`src/hdl/srp_pkg.sv`:
```
// Shared types and constants of the S-record line parser.
`timescale 1ns / 1ps
package srp_pkg;

  localparam int unsigned TokDepth = 2;
  localparam int unsigned OutDepth = 2;

  localparam logic [2:0] StPass    = 3'd0;
  localparam logic [2:0] StCsumErr = 3'd1;
  localparam logic [2:0] StFStart  = 3'd2;
  localparam logic [2:0] StFEnd    = 3'd3;
  localparam logic [2:0] StNotS    = 3'd4;
  localparam logic [2:0] StShort   = 3'd5;

  localparam logic KindData   = 1'b0;
  localparam logic KindStatus = 1'b1;

  typedef struct packed {
    logic [7:0] in_char;
    logic       first_of_line;
  } in_item_t;

  typedef struct packed {
    logic        kind;
    logic [15:0] data_word;
    logic [6:0]  word_index;
    logic [31:0] record_address;
    logic [2:0]  status;
    logic [6:0]  word_count;
  } out_item_t;

  typedef struct packed {
    logic       first;
    logic       is_s;
    logic [7:0] type_val;
    logic [7:0] nib_val;
  } token_t;

endpackage

```
`src/hdl/srp_fifo.sv`:
```
// Small register queue with a given width and depth (depth of two or more).
`timescale 1ns / 1ps
module srp_fifo #(
  parameter int unsigned Width = 8,
  parameter int unsigned Depth = 2
) (
  input  logic             clk_i,
  input  logic             rst_ni,
  input  logic             push_i,
  input  logic [Width-1:0] wdata_i,
  input  logic             pop_i,
  output logic [Width-1:0] rdata_o,
  output logic             full_o,
  output logic             empty_o
);
  localparam int unsigned PtrW = $clog2(Depth);
  localparam int unsigned CntW = $clog2(Depth + 1);
  localparam logic [PtrW-1:0] LastPtr = PtrW'(Depth - 1);
  localparam logic [CntW-1:0] FullCnt = CntW'(Depth);

  logic [Width-1:0] mem_q [Depth];
  logic [PtrW-1:0]  wr_ptr_q, wr_ptr_d, rd_ptr_q, rd_ptr_d;
  logic [CntW-1:0]  cnt_q, cnt_d;
  logic             do_push, do_pop;

  assign full_o  = (cnt_q == FullCnt);
  assign empty_o = (cnt_q == '0);
  assign rdata_o = mem_q[rd_ptr_q];
  assign do_push = push_i && !full_o;
  assign do_pop  = pop_i && !empty_o;

  always_comb begin
    wr_ptr_d = wr_ptr_q;
    rd_ptr_d = rd_ptr_q;
    cnt_d    = cnt_q;
    if (do_push) begin
      wr_ptr_d = (wr_ptr_q == LastPtr) ? '0 : wr_ptr_q + 1'b1;
    end
    if (do_pop) begin
      rd_ptr_d = (rd_ptr_q == LastPtr) ? '0 : rd_ptr_q + 1'b1;
    end
    if (do_push && !do_pop) begin
      cnt_d = cnt_q + 1'b1;
    end else if (do_pop && !do_push) begin
      cnt_d = cnt_q - 1'b1;
    end
  end

  always_ff @(posedge clk_i or negedge rst_ni) begin
    if (!rst_ni) begin
      wr_ptr_q <= '0;
      rd_ptr_q <= '0;
      cnt_q    <= '0;
    end else begin
      wr_ptr_q <= wr_ptr_d;
      rd_ptr_q <= rd_ptr_d;
      cnt_q    <= cnt_d;
    end
  end

  always_ff @(posedge clk_i) begin
    if (do_push) begin
      mem_q[wr_ptr_q] <= wdata_i;
    end
  end

endmodule

```
`src/hdl/srp_front.sv`:
```
// Front end: decodes each character into a token and queues it for the back end.
`timescale 1ns / 1ps
module srp_front #(
  parameter int unsigned TokDepth = srp_pkg::TokDepth
) (
  input  logic              clk_i,
  input  logic              rst_ni,
  input  logic              push,
  output logic              full,
  input  srp_pkg::in_item_t in_item_i,
  input  logic              tok_pop_i,
  output logic              tok_valid_o,
  output srp_pkg::token_t   tok_o
);
  import srp_pkg::*;

  token_t tok_in;
  logic   tok_empty;
  logic   is_digit;

  always_comb begin
    is_digit        = (in_item_i.in_char inside {[8'h30:8'h39]});
    tok_in.first    = in_item_i.first_of_line;
    tok_in.is_s     = (in_item_i.in_char == 8'h53);
    tok_in.type_val = in_item_i.in_char - 8'h30;
    tok_in.nib_val  = is_digit ? (in_item_i.in_char - 8'h30)
                               : (in_item_i.in_char - 8'h41 + 8'd10);
  end

  srp_fifo #(
    .Width($bits(token_t)),
    .Depth(TokDepth)
  ) u_tok_fifo (
    .clk_i  (clk_i),
    .rst_ni (rst_ni),
    .push_i (push),
    .wdata_i(tok_in),
    .pop_i  (tok_pop_i),
    .rdata_o(tok_o),
    .full_o (full),
    .empty_o(tok_empty)
  );

  assign tok_valid_o = !tok_empty;

endmodule

```
`src/hdl/srp_back.sv`:
```
// Back end: record state machine that builds words and status items, plus the result queue.
`timescale 1ns / 1ps
module srp_back #(
  parameter int unsigned OutDepth = srp_pkg::OutDepth
) (
  input  logic               clk_i,
  input  logic               rst_ni,
  input  logic               tok_valid_i,
  input  srp_pkg::token_t    tok_i,
  output logic               tok_pop_o,
  output logic               empty,
  input  logic               pop,
  output srp_pkg::out_item_t out_item_o
);
  import srp_pkg::*;

  localparam logic [2:0] PhIdle = 3'd0;
  localparam logic [2:0] PhType = 3'd1;
  localparam logic [2:0] PhLen  = 3'd2;
  localparam logic [2:0] PhAddr = 3'd3;
  localparam logic [2:0] PhData = 3'd4;
  localparam logic [2:0] PhCsum = 3'd5;

  logic [2:0]  phase_q, phase_d;
  logic [3:0]  hi_q, hi_d;
  logic        tog_q, tog_d;
  logic [7:0]  pend_q, pend_d;
  logic        bpend_q, bpend_d;
  logic [2:0]  abl_q, abl_d;
  logic [7:0]  dbl_q, dbl_d;
  logic [31:0] addr_q, addr_d;
  logic [7:0]  sum_q, sum_d;
  logic [6:0]  wc_q, wc_d;

  logic        out_full;
  logic        res_valid;
  out_item_t   res;
  logic [7:0]  byte_val;
  logic [3:0]  need;
  logic [7:0]  dbl_m1;
  logic        emit;
  logic [15:0] word;

  assign tok_pop_o = tok_valid_i && !out_full;

  always_comb begin
    phase_d   = phase_q;
    hi_d      = hi_q;
    tog_d     = tog_q;
    pend_d    = pend_q;
    bpend_d   = bpend_q;
    abl_d     = abl_q;
    dbl_d     = dbl_q;
    addr_d    = addr_q;
    sum_d     = sum_q;
    wc_d      = wc_q;
    res_valid = 1'b0;
    res       = '0;
    emit      = 1'b0;
    word      = '0;
    byte_val  = {hi_q, 4'b0000} + tok_i.nib_val;
    need      = {1'b0, abl_q} + 4'd1;
    dbl_m1    = dbl_q - 8'd1;

    if (tok_pop_o) begin
      if (tok_i.first) begin
        hi_d    = '0;
        tog_d   = 1'b0;
        pend_d  = '0;
        bpend_d = 1'b0;
        abl_d   = '0;
        dbl_d   = '0;
        addr_d  = '0;
        sum_d   = '0;
        wc_d    = '0;
        if (!tok_i.is_s) begin
          phase_d    = PhIdle;
          res_valid  = 1'b1;
          res.kind   = KindStatus;
          res.status = StNotS;
        end else begin
          phase_d = PhType;
        end
      end else begin
        case (phase_q)
          PhIdle: begin
          end
          PhType: begin
            if (tok_i.type_val == 8'd0) begin
              phase_d   = PhIdle;
              res_valid = 1'b1;
              res       = '{kind: KindStatus, data_word: '0, word_index: '0,
                            record_address: addr_q, status: StFStart, word_count: wc_q};
            end else if (tok_i.type_val > 8'd6) begin
              phase_d   = PhIdle;
              res_valid = 1'b1;
              res       = '{kind: KindStatus, data_word: '0, word_index: '0,
                            record_address: addr_q, status: StFEnd, word_count: wc_q};
            end else begin
              abl_d   = tok_i.type_val[2:0] + 3'd1;
              phase_d = PhLen;
            end
          end
          default: begin
            if (!tog_q) begin
              hi_d  = tok_i.nib_val[3:0];
              tog_d = 1'b1;
            end else begin
              tog_d = 1'b0;
              case (phase_q)
                PhLen: begin
                  sum_d = byte_val;
                  if (byte_val < {4'd0, need}) begin
                    phase_d   = PhIdle;
                    res_valid = 1'b1;
                    res       = '{kind: KindStatus, data_word: '0, word_index: '0,
                                  record_address: addr_q, status: StShort,
                                  word_count: wc_q};
                  end else begin
                    dbl_d   = byte_val - {4'd0, need};
                    phase_d = PhAddr;
                  end
                end
                PhAddr: begin
                  addr_d = {addr_q[23:0], byte_val};
                  sum_d  = sum_q + byte_val;
                  abl_d  = abl_q - 3'd1;
                  if (abl_q == 3'd1) begin
                    phase_d = (dbl_q != 8'd0) ? PhData : PhCsum;
                  end
                end
                PhData: begin
                  sum_d = sum_q + byte_val;
                  dbl_d = dbl_m1;
                  if (!bpend_q) begin
                    if (dbl_m1 != 8'd0) begin
                      pend_d  = byte_val;
                      bpend_d = 1'b1;
                    end else begin
                      word = {byte_val, 8'hFF};
                      emit = 1'b1;
                    end
                  end else begin
                    word    = {pend_q, byte_val};
                    bpend_d = 1'b0;
                    pend_d  = '0;
                    emit    = 1'b1;
                  end
                  if (emit) begin
                    if (dbl_m1 == 8'd0) begin
                      phase_d = PhCsum;
                    end
                    res_valid = 1'b1;
                    res       = '{kind: KindData, data_word: word, word_index: wc_q,
                                  record_address: addr_q, status: StPass,
                                  word_count: '0};
                    wc_d      = wc_q + 7'd1;
                  end
                end
                PhCsum: begin
                  phase_d   = PhIdle;
                  res_valid = 1'b1;
                  res       = '{kind: KindStatus, data_word: '0, word_index: '0,
                                record_address: addr_q,
                                status: ((sum_q + byte_val) == 8'hFF) ? StPass : StCsumErr,
                                word_count: wc_q};
                end
                default: begin
                  phase_d = PhIdle;
                end
              endcase
            end
          end
        endcase
      end
    end
  end

  always_ff @(posedge clk_i or negedge rst_ni) begin
    if (!rst_ni) begin
      phase_q <= PhIdle;
      hi_q    <= '0;
      tog_q   <= 1'b0;
      pend_q  <= '0;
      bpend_q <= 1'b0;
      abl_q   <= '0;
      dbl_q   <= '0;
      addr_q  <= '0;
      sum_q   <= '0;
      wc_q    <= '0;
    end else begin
      phase_q <= phase_d;
      hi_q    <= hi_d;
      tog_q   <= tog_d;
      pend_q  <= pend_d;
      bpend_q <= bpend_d;
      abl_q   <= abl_d;
      dbl_q   <= dbl_d;
      addr_q  <= addr_d;
      sum_q   <= sum_d;
      wc_q    <= wc_d;
    end
  end

  srp_fifo #(
    .Width($bits(out_item_t)),
    .Depth(OutDepth)
  ) u_out_fifo (
    .clk_i  (clk_i),
    .rst_ni (rst_ni),
    .push_i (res_valid),
    .wdata_i(res),
    .pop_i  (pop),
    .rdata_o(out_item_o),
    .full_o (out_full),
    .empty_o(empty)
  );

endmodule

```
`src/hdl/srecord_line_parser_top.sv`:
```
// Top level of the S-record line parser.
//
// The block takes one ASCII character of an S-record line per item on a
// queue-style input: an item is taken at a clock edge with push high and
// full low, and first_of_line marks the first character of a line.
// Results leave through a queue-style output: while empty is low the oldest
// result is on out_item_o, and it is taken at an edge with pop high.
// A result is either a 16-bit data word or a record status item.
// An accepted character is written into the token queue; the record state
// machine pops it from there and pushes its result, if any, to the result
// queue. One character is taken every cycle while full is low, a rate set
// by the back end, consuming one token per cycle while out_full is low.
// Reset empties both internal queues and returns the parser to idle, waiting
// for a line start. When the receiver stalls, the result queue fills, the
// state machine holds, and then the token queue fills and full rises.
`timescale 1ns / 1ps
module srecord_line_parser_top #(
  parameter int unsigned TokDepth = srp_pkg::TokDepth,
  parameter int unsigned OutDepth = srp_pkg::OutDepth
) (
  input  logic               clk_i,
  input  logic               rst_ni,
  input  logic               push,
  output logic               full,
  input  srp_pkg::in_item_t  in_item_i,
  output logic               empty,
  input  logic               pop,
  output srp_pkg::out_item_t out_item_o
);
  import srp_pkg::*;

  logic   tok_valid;
  logic   tok_pop;
  token_t tok;

  srp_front #(
    .TokDepth(TokDepth)
  ) u_front (
    .clk_i      (clk_i),
    .rst_ni     (rst_ni),
    .push       (push),
    .full       (full),
    .in_item_i  (in_item_i),
    .tok_pop_i  (tok_pop),
    .tok_valid_o(tok_valid),
    .tok_o      (tok)
  );

  srp_back #(
    .OutDepth(OutDepth)
  ) u_back (
    .clk_i      (clk_i),
    .rst_ni     (rst_ni),
    .tok_valid_i(tok_valid),
    .tok_i      (tok),
    .tok_pop_o  (tok_pop),
    .empty      (empty),
    .pop        (pop),
    .out_item_o (out_item_o)
  );

endmodule

```
`config.mk`:
```
export PLATFORM = sky130hd
export DESIGN_NAME = srecord_line_parser_top
export DESIGN_NICKNAME = d
export VERILOG_FILES = /design/src/hdl/srp_pkg.sv /design/src/hdl/srp_fifo.sv /design/src/hdl/srp_front.sv /design/src/hdl/srp_back.sv /design/src/hdl/srecord_line_parser_top.sv
export SDC_FILE = /design/constraint.sdc
export NUM_CORES = 1
export LEC_CHECK = 0
export BUFFER_PORTS_ARGS = -buffer_cell sky130_fd_sc_hd__buf_2
export CORE_ASPECT_RATIO = 1.1
export CORE_MARGIN = 4
export CORE_UTILIZATION = 50
export CTS_BUF_LIST = sky130_fd_sc_hd__clkbuf_8
export DETAILED_ROUTE_END_ITERATION = 8
export PLACE_DENSITY = 0.79
export SLEW_MARGIN = 20
export SYNTH_ARGS = -nofsm -noshare
export SYNTH_HDL_FRONTEND = slang
export SYNTH_SLANG_ARGS = --single-unit
```
`constraint.sdc`:
```
create_clock -name clk_i -period 14.7 [get_ports clk_i]
set_input_delay 0 -clock clk_i [delete_from_list [all_inputs] [get_ports clk_i]]
set_output_delay 0 -clock clk_i [all_outputs]
set_load 0.1 [all_outputs]
```
### Word level (Yosys, flattened, before mapping)

Memory sizes are Yosys's and may differ from the RTL's.
Cells that the tools add are included.

| operators by class | value |
|---|---|
| mux-type cells | 100 |
| magnitude comparators | 4 |
| add/sub/neg operators | 19 |
| eq/ne operators | 19 |
| reduce and logical (&&, ||, !) cells | 48 |

Operators by type and width:

| operator | count |
|---|---|
| two-way mux 66 bit | 5 |
| one-hot mux 66 bit (3 select lines) | 1 |
| one-hot mux 66 bit (2 select lines) | 1 |
| two-way mux 32 bit | 4 |
| two-way mux 8 bit | 14 |
| two-way mux 65 bit | 1 |
| two-way mux 55 bit | 1 |
| two-way mux 7 bit | 6 |
| two-way mux 3 bit | 13 |
| two-way mux 1 bit | 36 |
| two-way mux 16 bit | 2 |
| one-hot mux 8 bit (2 select lines) | 2 |
| adder 8 bit | 2 |
| logical NOT 8 bit | 2 |
| nonzero test 8 bit | 2 |
| AND reduction 5 bit | 3 |
| nonzero test 3 bit | 5 |
| two-way mux 2 bit | 6 |
| two-way mux 4 bit | 3 |
| one-hot mux 3 bit (2 select lines) | 2 |
| AND reduction 4 bit | 3 |
| AND reduction 6 bit | 2 |
| nonzero test 2 bit | 6 |
| logical AND 1 bit | 10 |
| other kinds (36) | 58 |

| word-level totals | value |
|---|---|
| output and inout bits | 68 |
| memories kept | 2 |
| register bits | 83 |
| bits of input ports | 13 |
| bits in writable memories | 168 |
| logic and storage cells | 208 |

Memories:

| name | words | width | read ports | clocked after Yosys merged registers in | wr ports | line | source |
|---|---|---|---|---|---|---|---|
| u_back.u_out_fifo.mem_q | 2 | 66 | 1 | 0 | 1 | srp_fifo.sv:21 | `logic [Width-1:0] mem_q [Depth];` |
| u_front.u_tok_fifo.mem_q | 2 | 18 | 1 | 0 | 1 | srp_fifo.sv:21 |  |

### Depth between registers and ports, before layout

Gate-level depths: netlist of run 1.

| logic depth | value |
|---|---|
| depth in word-level cells | 20 |
| gate-level depth with buffers | 16 |
| gate-level depth less buffers | 14 |

### Modules after synthesis

A second synthesis of run 1 with hierarchy kept.

| unflattened totals | value |
|---|---|
| cells, all modules | 959 |
| area, all modules | 12172.9 um^2 |

By module, submodules not included:

| module | cells each | instances | area each (um^2) | sequential area each (um^2) |
|---|---|---|---|---|
| srp_back | 618 | 1 | 5243.8 | 1876.8 |
| srp_fifo at u_back.u_out_fifo | 224 | 1 | 5072.4 | 4063.9 |
| srp_fifo at u_front.u_tok_fifo | 75 | 1 | 1545.2 | 1181.1 |
| srp_front | 42 | 1 | 311.5 | 0.0 |

### Worst setup path before layout of run 1

No wires, ideal clock.

| path | value |
|---|---|
| kind | register to register |
| start point | register u_front.u_tok_fifo.rd_ptr_q |
| end point | memory u_back.u_out_fifo.mem_q[0][0] in the netlist's numbering, enable pin |
| period minus slack after synthesis | 6532 ps |
| arrival time | 6033 ps |
| cell stages (with the launch flop) | 14 |
| setup time | 498 ps |
| required time | 14202 ps |
| path buffers | 2 |
| slack | 8168 ps |
| cell sequence | dfrtp_1 > buf_6 > clkbuf_1 > mux2_2 > ha_1 > inv_1 > fa_1 > xor2_1 > nand3_1 > nor2_1 > a41oi_1 > a21bo_1 > a21oi_4 > nor2b_1 |

| between the ends | value |
|---|---|
| cells in the longest elaborated chain, start to end | 12 |
| elaborated cells on any way between the ends | 17 |
| those cells by class | add/sub (1); order compare (2); mux (11); reduce/logical (2); memory (1) |

RTL lines:

| item | line | source |
|---|---|---|
| start, declared | srp_fifo.sv:22 | `logic [PtrW-1:0] wr_ptr_q, wr_ptr_d, rd_ptr_q, rd_ptr_d;` |
| start signal, assigned | srp_fifo.sv:56 | `rd_ptr_q <= rd_ptr_d;` |
| memory read (2 x 18 bit) (*) | - |  |
| adder 8 bit | srp_back.sv:61 | `byte_val = {hi_q, 4'b0000} + tok_i.nib_val;` |
| less-than comparator 8 x 4 -> 1 bit | srp_back.sv:113 | `if (byte_val < {4'd0, need}) begin` |
| two-way mux 1 bit | srp_back.sv:113 |  |
| one-hot mux 1 bit (3 select lines) | srp_back.sv:110 | `case (phase_q)` |
| two-way mux 1 bit | srp_back.sv:105 | `if (!tog_q) begin` |
| one-hot mux 1 bit (2 select lines) | srp_back.sv:85 | `case (phase_q)` |
| two-way mux 1 bit (*) | srp_back.sv:66 | `if (tok_i.first) begin` |
| two-way mux 1 bit (*) | srp_back.sv:65 | `if (tok_pop_o) begin` |
| logical AND 1 bit (*) | srp_fifo.sv:29 | `assign do_push = push_i && !full_o;` |
| named net u_back.u_out_fifo.do_push | srp_fifo.sv:24 | `logic do_push, do_pop;` |
| two-way mux 1 bit (*) | srp_fifo.sv:62 | `if (do_push) begin` |
| two-way mux 1 bit (implied by the code) (*) | srp_fifo.sv:63 | `mem_q[wr_ptr_q] <= wdata_i;` |
| end, declared | srp_fifo.sv:21 |  |

Mark *: on every way through the listed nets, which the timed path passes. The rest lies on a longest branch.

### Final worst setup path of run 1

| path | value |
|---|---|
| start point | register u_front.u_tok_fifo.rd_ptr_q |
| end point | memory u_back.u_out_fifo.mem_q[0][55] in the netlist's numbering, enable pin |

Same word-level chain as after synthesis.

==> flow_summary.rst, run 1 <==
.. list-table::
   :header-rows: 1

   * - Metric
     - Value
   * - Critical path data arrival time
     - 5.16 ns
   * - Number of violations reported at the end of detailed-routing iteration 0
     - 552
   * - Final TNS setup
     - 0 ns
   * - Commonest non-fill, non-tap cell in the layout
     - edfxtp_1
   * - Global routing usage summed across all routing layers
     - 0.1897
   * - Hold WC Path Type
     - in2async
   * - Max-Slew Margin vs Limit
     - 0.2753
   * - Cell count after synthesis
     - 959
   * - Failing checks
     - negative hold slack
   * - Boundary Pins
     - 81
   * - Unrepaired setup endpoints after global routing
     - false
   * - Outcome
     - finished with violations
   * - Via count
     - 7769
   * - Critical path startpoint category
     - flip-flop
   * - Buffer type at the clock tree root
     - clkbuf_8
   * - Number of core rows
     - 58
   * - Std-Cell Core Area
     - 23080 um2
   * - Die Outline Area
     - 26220 um2
   * - Maximum level of the CTS H-tree
     - 2
   * - Setup Crit Path Kind
     - reg2reg
   * - Synthesis warning total
     - 0
   * - Pin count of the biggest net entering global routing
     - 67
   * - Post-synth EDFFs
     - 168
   * - First-pass detailed-route iteration total
     - 5
   * - Initial antenna violation count
     - 0
   * - TritonCTS clock tree
     - yes
   * - RR Endpoint
     - u_back.u_out_fifo.mem_q[0][55]$_DFFE_PP_
   * - Most frequent cells in the layout
     - edfxtp_1 (168), nand2_1 (104), dfrtp_1 (82), buf_2 (79), mux2_2 (72)
   * - Minimum clock period
     - 5.004 ns
   * - Chip Width
     - 154.8 um
   * - Gates resized, CTS repair
     - 0
   * - Global-route wire length before repair
     - 40.52 mm
   * - Post-synthesis cell area
     - 11850 um2
   * - Register-to-register setup slack
     - 9.70 ns
   * - Count of endpoints failing hold in the final timing report
     - 4
   * - Fraction of layout instances using a drive strength above 1
     - 0.2165
   * - Fraction of synthesis flops using an asynchronous set or reset pin
     - 0.3307
   * - Global-route congestion overflow total
     - 0
   * - Synth unique cells
     - 72
   * - Maximum fanout along the worst path
     - 66
   * - Net count reported at finish
     - 1105
   * - Number of nets with antenna violations after routing
     - 0
   * - Quantity of I/O buffers inserted on ports
     - 80
   * - Count of state elements after synthesis
     - 251
   * - Initial core utilization
     - 0.5133
   * - Maximum frequency from static timing analysis
     - 199.8 MHz
   * - Worst Skew
     - 0.02308 ns
   * - Crit Reg-Reg Startpoint
     - u_front.u_tok_fifo.rd_ptr_q$_DFFE_PN0P_
   * - Max-slew violation count
     - 0
   * - CP required
     - 14.86 ns
   * - Sinks on Clock Net
     - 251
   * - Via count of the first global-routing pass
     - 7981
   * - Via density per instance
     - 5.589
   * - Antenna diode count
     - 0
   * - Final setup viols
     - 0
   * - Worst slew pin tran
     - 1.057 ns
   * - Sequential-to-total area share from yosys stat
     - 0.6012
   * - Share of the clock period used by the worst path
     - 0.3404
   * - R2r worst-path depth
     - 12
   * - Net count of the mapped netlist
     - 1007
   * - Most instantiated flip-flop cell in the synthesis netlist
     - edfxtp_1
   * - Number of remaining DRC errors
     - 0
   * - Final-layout worst hold slack
     - -0.008728 ns
   * - Synthesized area divided by synthesized cell count
     - 12.35 um2
   * - Post-placement worst setup slack
     - 9.761 ns
   * - Deepest clock path buffer count
     - 3
   * - Worst Slack Setup Final
     - 9.696 ns
   * - Clock transition at the registers of the reported paths
     - 0.06 ns
   * - Clock insertion delay at the later pin of the skew report
     - 0.55 ns
   * - Average wire length per cell after detail routing
     - 17.87 um
   * - Clock buffer count from CTS
     - 41
   * - Detailed-placement wirelength estimate
     - 16.35 mm
   * - Height of the die
     - 169.4 um
   * - Total routed wirelength
     - 24.84 mm
   * - Max Cap Viol
     - 0
   * - Weighted congestion at the end of routability-driven global placement
     - 0.9167
   * - Kind of end point of the critical path
     - flip-flop
   * - Area added between synthesis and finish
     - 14.22%
worst max-delay path by stage:
stage                                            start  slack, ns                                       end
6_report       u_front.u_tok_fifo.rd_ptr_q$_DFFE_PN0P_       9.70  u_back.u_out_fifo.mem_q[0][55]$_DFFE_PP_
5_1_grt        u_front.u_tok_fifo.rd_ptr_q$_DFFE_PN0P_       9.41  u_back.u_out_fifo.mem_q[0][53]$_DFFE_PP_
4_1_cts        u_front.u_tok_fifo.rd_ptr_q$_DFFE_PN0P_       9.70  u_back.u_out_fifo.mem_q[0][55]$_DFFE_PP_
3_5_place_dp   u_front.u_tok_fifo.rd_ptr_q$_DFFE_PN0P_       9.76   u_back.u_out_fifo.mem_q[0][1]$_DFFE_PP_
3_3_place_gp   u_front.u_tok_fifo.rd_ptr_q$_DFFE_PN0P_       9.95  u_back.u_out_fifo.mem_q[0][51]$_DFFE_PP_
2_1_floorplan  u_front.u_tok_fifo.rd_ptr_q$_DFFE_PN0P_       8.17   u_back.u_out_fifo.mem_q[0][0]$_DFFE_PP_
cell families (layout without fill, tap and decap cells):
family / after synthesis / in the layout / share of synthesized area
buffers and inverters: 76 / 207 / 0.02693
flip-flops: 251 / 251 / 0.6012
AO/OA/AOI/OAI: 203 / 203 / 0.1140
AND/OR/NAND/NOR: 272 / 272 / 0.1113
XOR/XNOR: 34 / 34 / 0.02577
multiplexers: 88 / 88 / 0.08196
adder cells (fa/ha/maj): 35 / 35 / 0.03887
worst max-delay path: stages (launching register included):
cell and delay (ns):
dfrtp_1 0.90, mux2_2 0.31, ha_1 0.16, inv_1 0.06, fa_1 0.39, xor2_1 0.56
nand3_1 0.31, nor2_1 0.24, a41oi_1 0.28, a21bo_1 0.30, a21oi_4 0.20, nor2b_4 0.16
buf_4 0.67
synthesized netlist by cell type, drive strengths merged (21+ instances only):
cell    number  area [um2]
o31ai       21       171.4
xnor2       21       183.9
edfxtp     168        5045
o21ai       73       376.6
a21oi       45       240.2
clkbuf      30       116.4
inv         30       112.6
nor2        53       198.9
nand2      104       390.4
and2        50       312.8
dfrtp       83        2077
mux2        72       810.8
ha          32       400.4
state kept, by name, indices dropped and copies added, names as in the netlist, 4 cells and up:
signal / count
u_back.addr_q: 32
u_back.wc_q: 7
u_front.u_tok_fifo.mem_q: 36
u_back.hi_q: 4
u_back.pend_q: 8
u_back.sum_q: 8
u_back.dbl_q: 8
u_back.u_out_fifo.mem_q: 132
routing by layer:
metal	track usage	up-vias	routed length, um
li1	-	3695	-
met1	0.2418	3750	10260
met2	0.3212	253	12370
met3	0.03953	71	1414
met4	0.07258	0	798
met5	0	-	0
stage by stage:
stage / util / area, um2 / std cells / hold WS, ns
final: 0.5863 / 13530 / 1390 / -0.008728
after global routing: 0.5863 / 13530 / 1390 / 0.04017
after CTS: 0.5863 / 13530 / 1390 / 0.005344
after detailed placement: 0.5425 / 12520 / 1301 / 0.01923
after global placement: 0.5422 / 12510 / 1301 / 0.01342
after floorplan: - / 11850 / 959 / -0.2956
what timing repair did:
action | CTS | global route
hold endpoints to repair | 78 | 0
hold buffers | 13 | 0
buffers inserted | 0 | 0
area by class of cell:
cell class	instances	area [um2]
Multi-Input combinational cell	632	4446
Clock inverter	31	261.5
Inverter	30	112.6
Sequential cell	251	7123
Clock buffer	45	619.3
Fill cell	1873	9547
Tap cell	300	375.4
Timing Repair Buffer	101	593.1
Power of run 1 is not shown: default switching activity piles up to over one toggle a cycle in this logic, so the estimate is an artifact.
==> inputs of run 2 (changes only) <==
- clock period: 14.7 -> 4.7 ns (I/O delays scaled with it)
==> flow_summary.rst, run 2 (synthesis results as in run 1) <==
.. list-table::
   :header-rows: 1

   * - Metric
     - Value
   * - Outcome
     - complete, no violations
   * - Quantity of I/O buffers inserted on ports
     - 80
   * - Clock buffer count from CTS
     - 40
   * - Boundary Pins
     - 81
   * - Register-to-register setup slack
     - 0.69 ns
   * - Via count
     - 7836
   * - Commonest non-fill, non-tap cell in the layout
     - edfxtp_1
   * - Count of endpoints failing hold in the final timing report
     - 0
   * - Number of core rows
     - 58
   * - Number of remaining DRC errors
     - 0
   * - Global-route wire length before repair
     - 40.81 mm
   * - Worst slew pin tran
     - 0.9227 ns
   * - Max-slew violation count
     - 0
   * - Most flop-heavy register
     - u_back.u_out_fifo.mem_q
   * - Buffer type at the clock tree root
     - clkbuf_8
   * - Die Outline Area
     - 26220 um2
   * - Deepest clock path buffer count
     - 3
   * - Number of violations reported at the end of detailed-routing iteration 0
     - 556
   * - Final-layout worst hold slack
     - 0.1995 ns
   * - Net count reported at finish
     - 1113
   * - Fin util
     - 0.5864
   * - Detailed-placement wirelength estimate
     - 16.77 mm
   * - Antenna diode count
     - 0
   * - Chip Width
     - 154.8 um
   * - Maximum frequency from static timing analysis
     - 249.4 MHz
   * - Max FFs per register
     - 132
   * - TritonCTS clock tree
     - yes
   * - Sinks on Clock Net
     - 251
   * - Via count of the first global-routing pass
     - 7865
   * - Worst Skew
     - 0.03644 ns
   * - Initial core utilization
     - 0.5133
   * - Clock transition at the registers of the reported paths
     - 0.06 ns
   * - Post-placement worst setup slack
     - 0.7717 ns
   * - Maximum level of the CTS H-tree
     - 2
   * - Critical path data arrival time
     - 4.19 ns
   * - Height of the die
     - 169.4 um
   * - Std-Cell Core Area
     - 23080 um2
   * - Critical path startpoint category
     - flip-flop
   * - Share of the clock period used by the worst path
     - 0.8532
   * - Filler cell count
     - 1846
   * - Area added between synthesis and finish
     - 14.23%
   * - Fraction of layout instances using a drive strength above 1
     - 0.2206
   * - Total routed wirelength
     - 25.13 mm
   * - Clock insertion delay at the later pin of the skew report
     - 0.55 ns
   * - Initial antenna violation count
     - 0
   * - Unrepaired setup endpoints after global routing
     - false
   * - Hold WC Path Type
     - in2reg
   * - Pin count of the biggest net entering global routing
     - 67
   * - Global routing usage summed across all routing layers
     - 0.1922
   * - Largest regs
     - u_back.u_out_fifo.mem_q x132, u_front.u_tok_fifo.mem_q x36, u_back.addr_q x32
   * - Post-CTS setup repair buffer count
     - 0
   * - Final setup viols
     - 0
   * - Setup Crit Path Kind
     - reg2reg
   * - Kind of end point of the critical path
     - flip-flop
   * - Weighted congestion at the end of routability-driven global placement
     - 0.9108
   * - Final TNS setup
     - 0 ns
   * - First-pass detailed-route iteration total
     - 5
   * - Number of nets with antenna violations after routing
     - 0
   * - Most frequent cells in the layout
     - edfxtp_1 (168), nand2_1 (104), dfrtp_1 (82), buf_2 (79), mux2_2 (72)
   * - Via density per instance
     - 5.609
   * - Minimum clock period
     - 4.010 ns
   * - Worst Slack Setup Final
     - 0.6898 ns
   * - Max-Slew Margin vs Limit
     - 0.3849
   * - Average wire length per cell after detail routing
     - 17.99 um
   * - Global-route congestion overflow total
     - 0
   * - Gates resized, CTS repair
     - 0
   * - Max Cap Viol
     - 0
   * - CP required
     - 4.88 ns
   * - Maximum fanout along the worst path
     - 66
-- run 2: changes by cell type in the layout (fill, tap and decap cells not counted) --
cell and change:
buf_4 +5, inv_1 -1, bufinv_16 -3, dlygate4sd3_1 +2, buf_12 +2, inv_12 +1, clkinvlp_4 +1, clkinv_2 +3
clkbuf_8 -3
-- run 2: final cells by class --
cell class,instances,area (um2),share of cell area
tap,300,375.4,0.02774
multi-input combinational,632,4446,0.3285
sequential,251,7123,0.5264
clock buffer,42,578.1,0.04272
inverter,30,112.6,0.008322
clock inverter,32,206.4,0.01526
timing repair buffer,110,690.7,0.05104
-- run 2: worst paths after layout --
path,startpoint,to,cells after the start
max reg2reg,u_front.u_tok_fifo.rd_ptr_q$_DFFE_PN0P_,u_back.u_out_fifo.mem_q[1][55]$_DFFE_PP_,11
min reg2reg,u_back.pend_q[4]$_DFFE_PN0P_,u_back.pend_q[4]$_DFFE_PN0P_,2
min,in_item_i[0],u_front.u_tok_fifo.mem_q[0][17]$_DFFE_PP_,2
max,u_front.u_tok_fifo.rd_ptr_q$_DFFE_PN0P_,u_back.u_out_fifo.mem_q[1][55]$_DFFE_PP_,11
min in group asynchronous,rst_ni,u_back.wc_q[2]$_DFFE_PN0P_,3
max in group asynchronous,rst_ni,u_back.wc_q[6]$_DFFE_PN0P_,4
-- run 2: worst max-delay path, cell delays in order (launching register included) --
cell and delay (ns):
dfrtp_1 0.51, mux2i_1 0.37, inv_1 0.09, ha_1 0.30
a21o_1 0.15, a21oi_1 0.33, xor2_2 0.47, a41oi_1 0.36
a21bo_1 0.29, a21oi_4 0.20, and2_2 0.20, buf_12 0.31
-- run 2: timing repair --
action                     in CTS  in global routing
hold buffers                   15                  0
setup endpoints to repair       0                  0
hold endpoints to repair       72                  0
-- run 2: metal layers --
| layer | share of wire | track usage | routed length (um) | up-vias |
|---|---|---|---|---|
| met5 | 0 | 0 | 0 | - |
| met4 | 0.027 | 0.05837 | 680 | 0 |
| met3 | 0.059 | 0.03622 | 1478 | 62 |
| met2 | 0.50 | 0.3387 | 12570 | 224 |
| met1 | 0.41 | 0.2423 | 10400 | 3833 |
| li1 | - | - | - | 3717 |
-- run 2: metrics by stage --
step | area (um2) | instances
finish | 13530 | 1397
global route | 13530 | 1397
CTS | 13530 | 1397
detailed placement | 12600 | 1308
global placement | 12590 | 1308
floorplan | 11860 | 959
Power of run 2 is left out for the same reason.
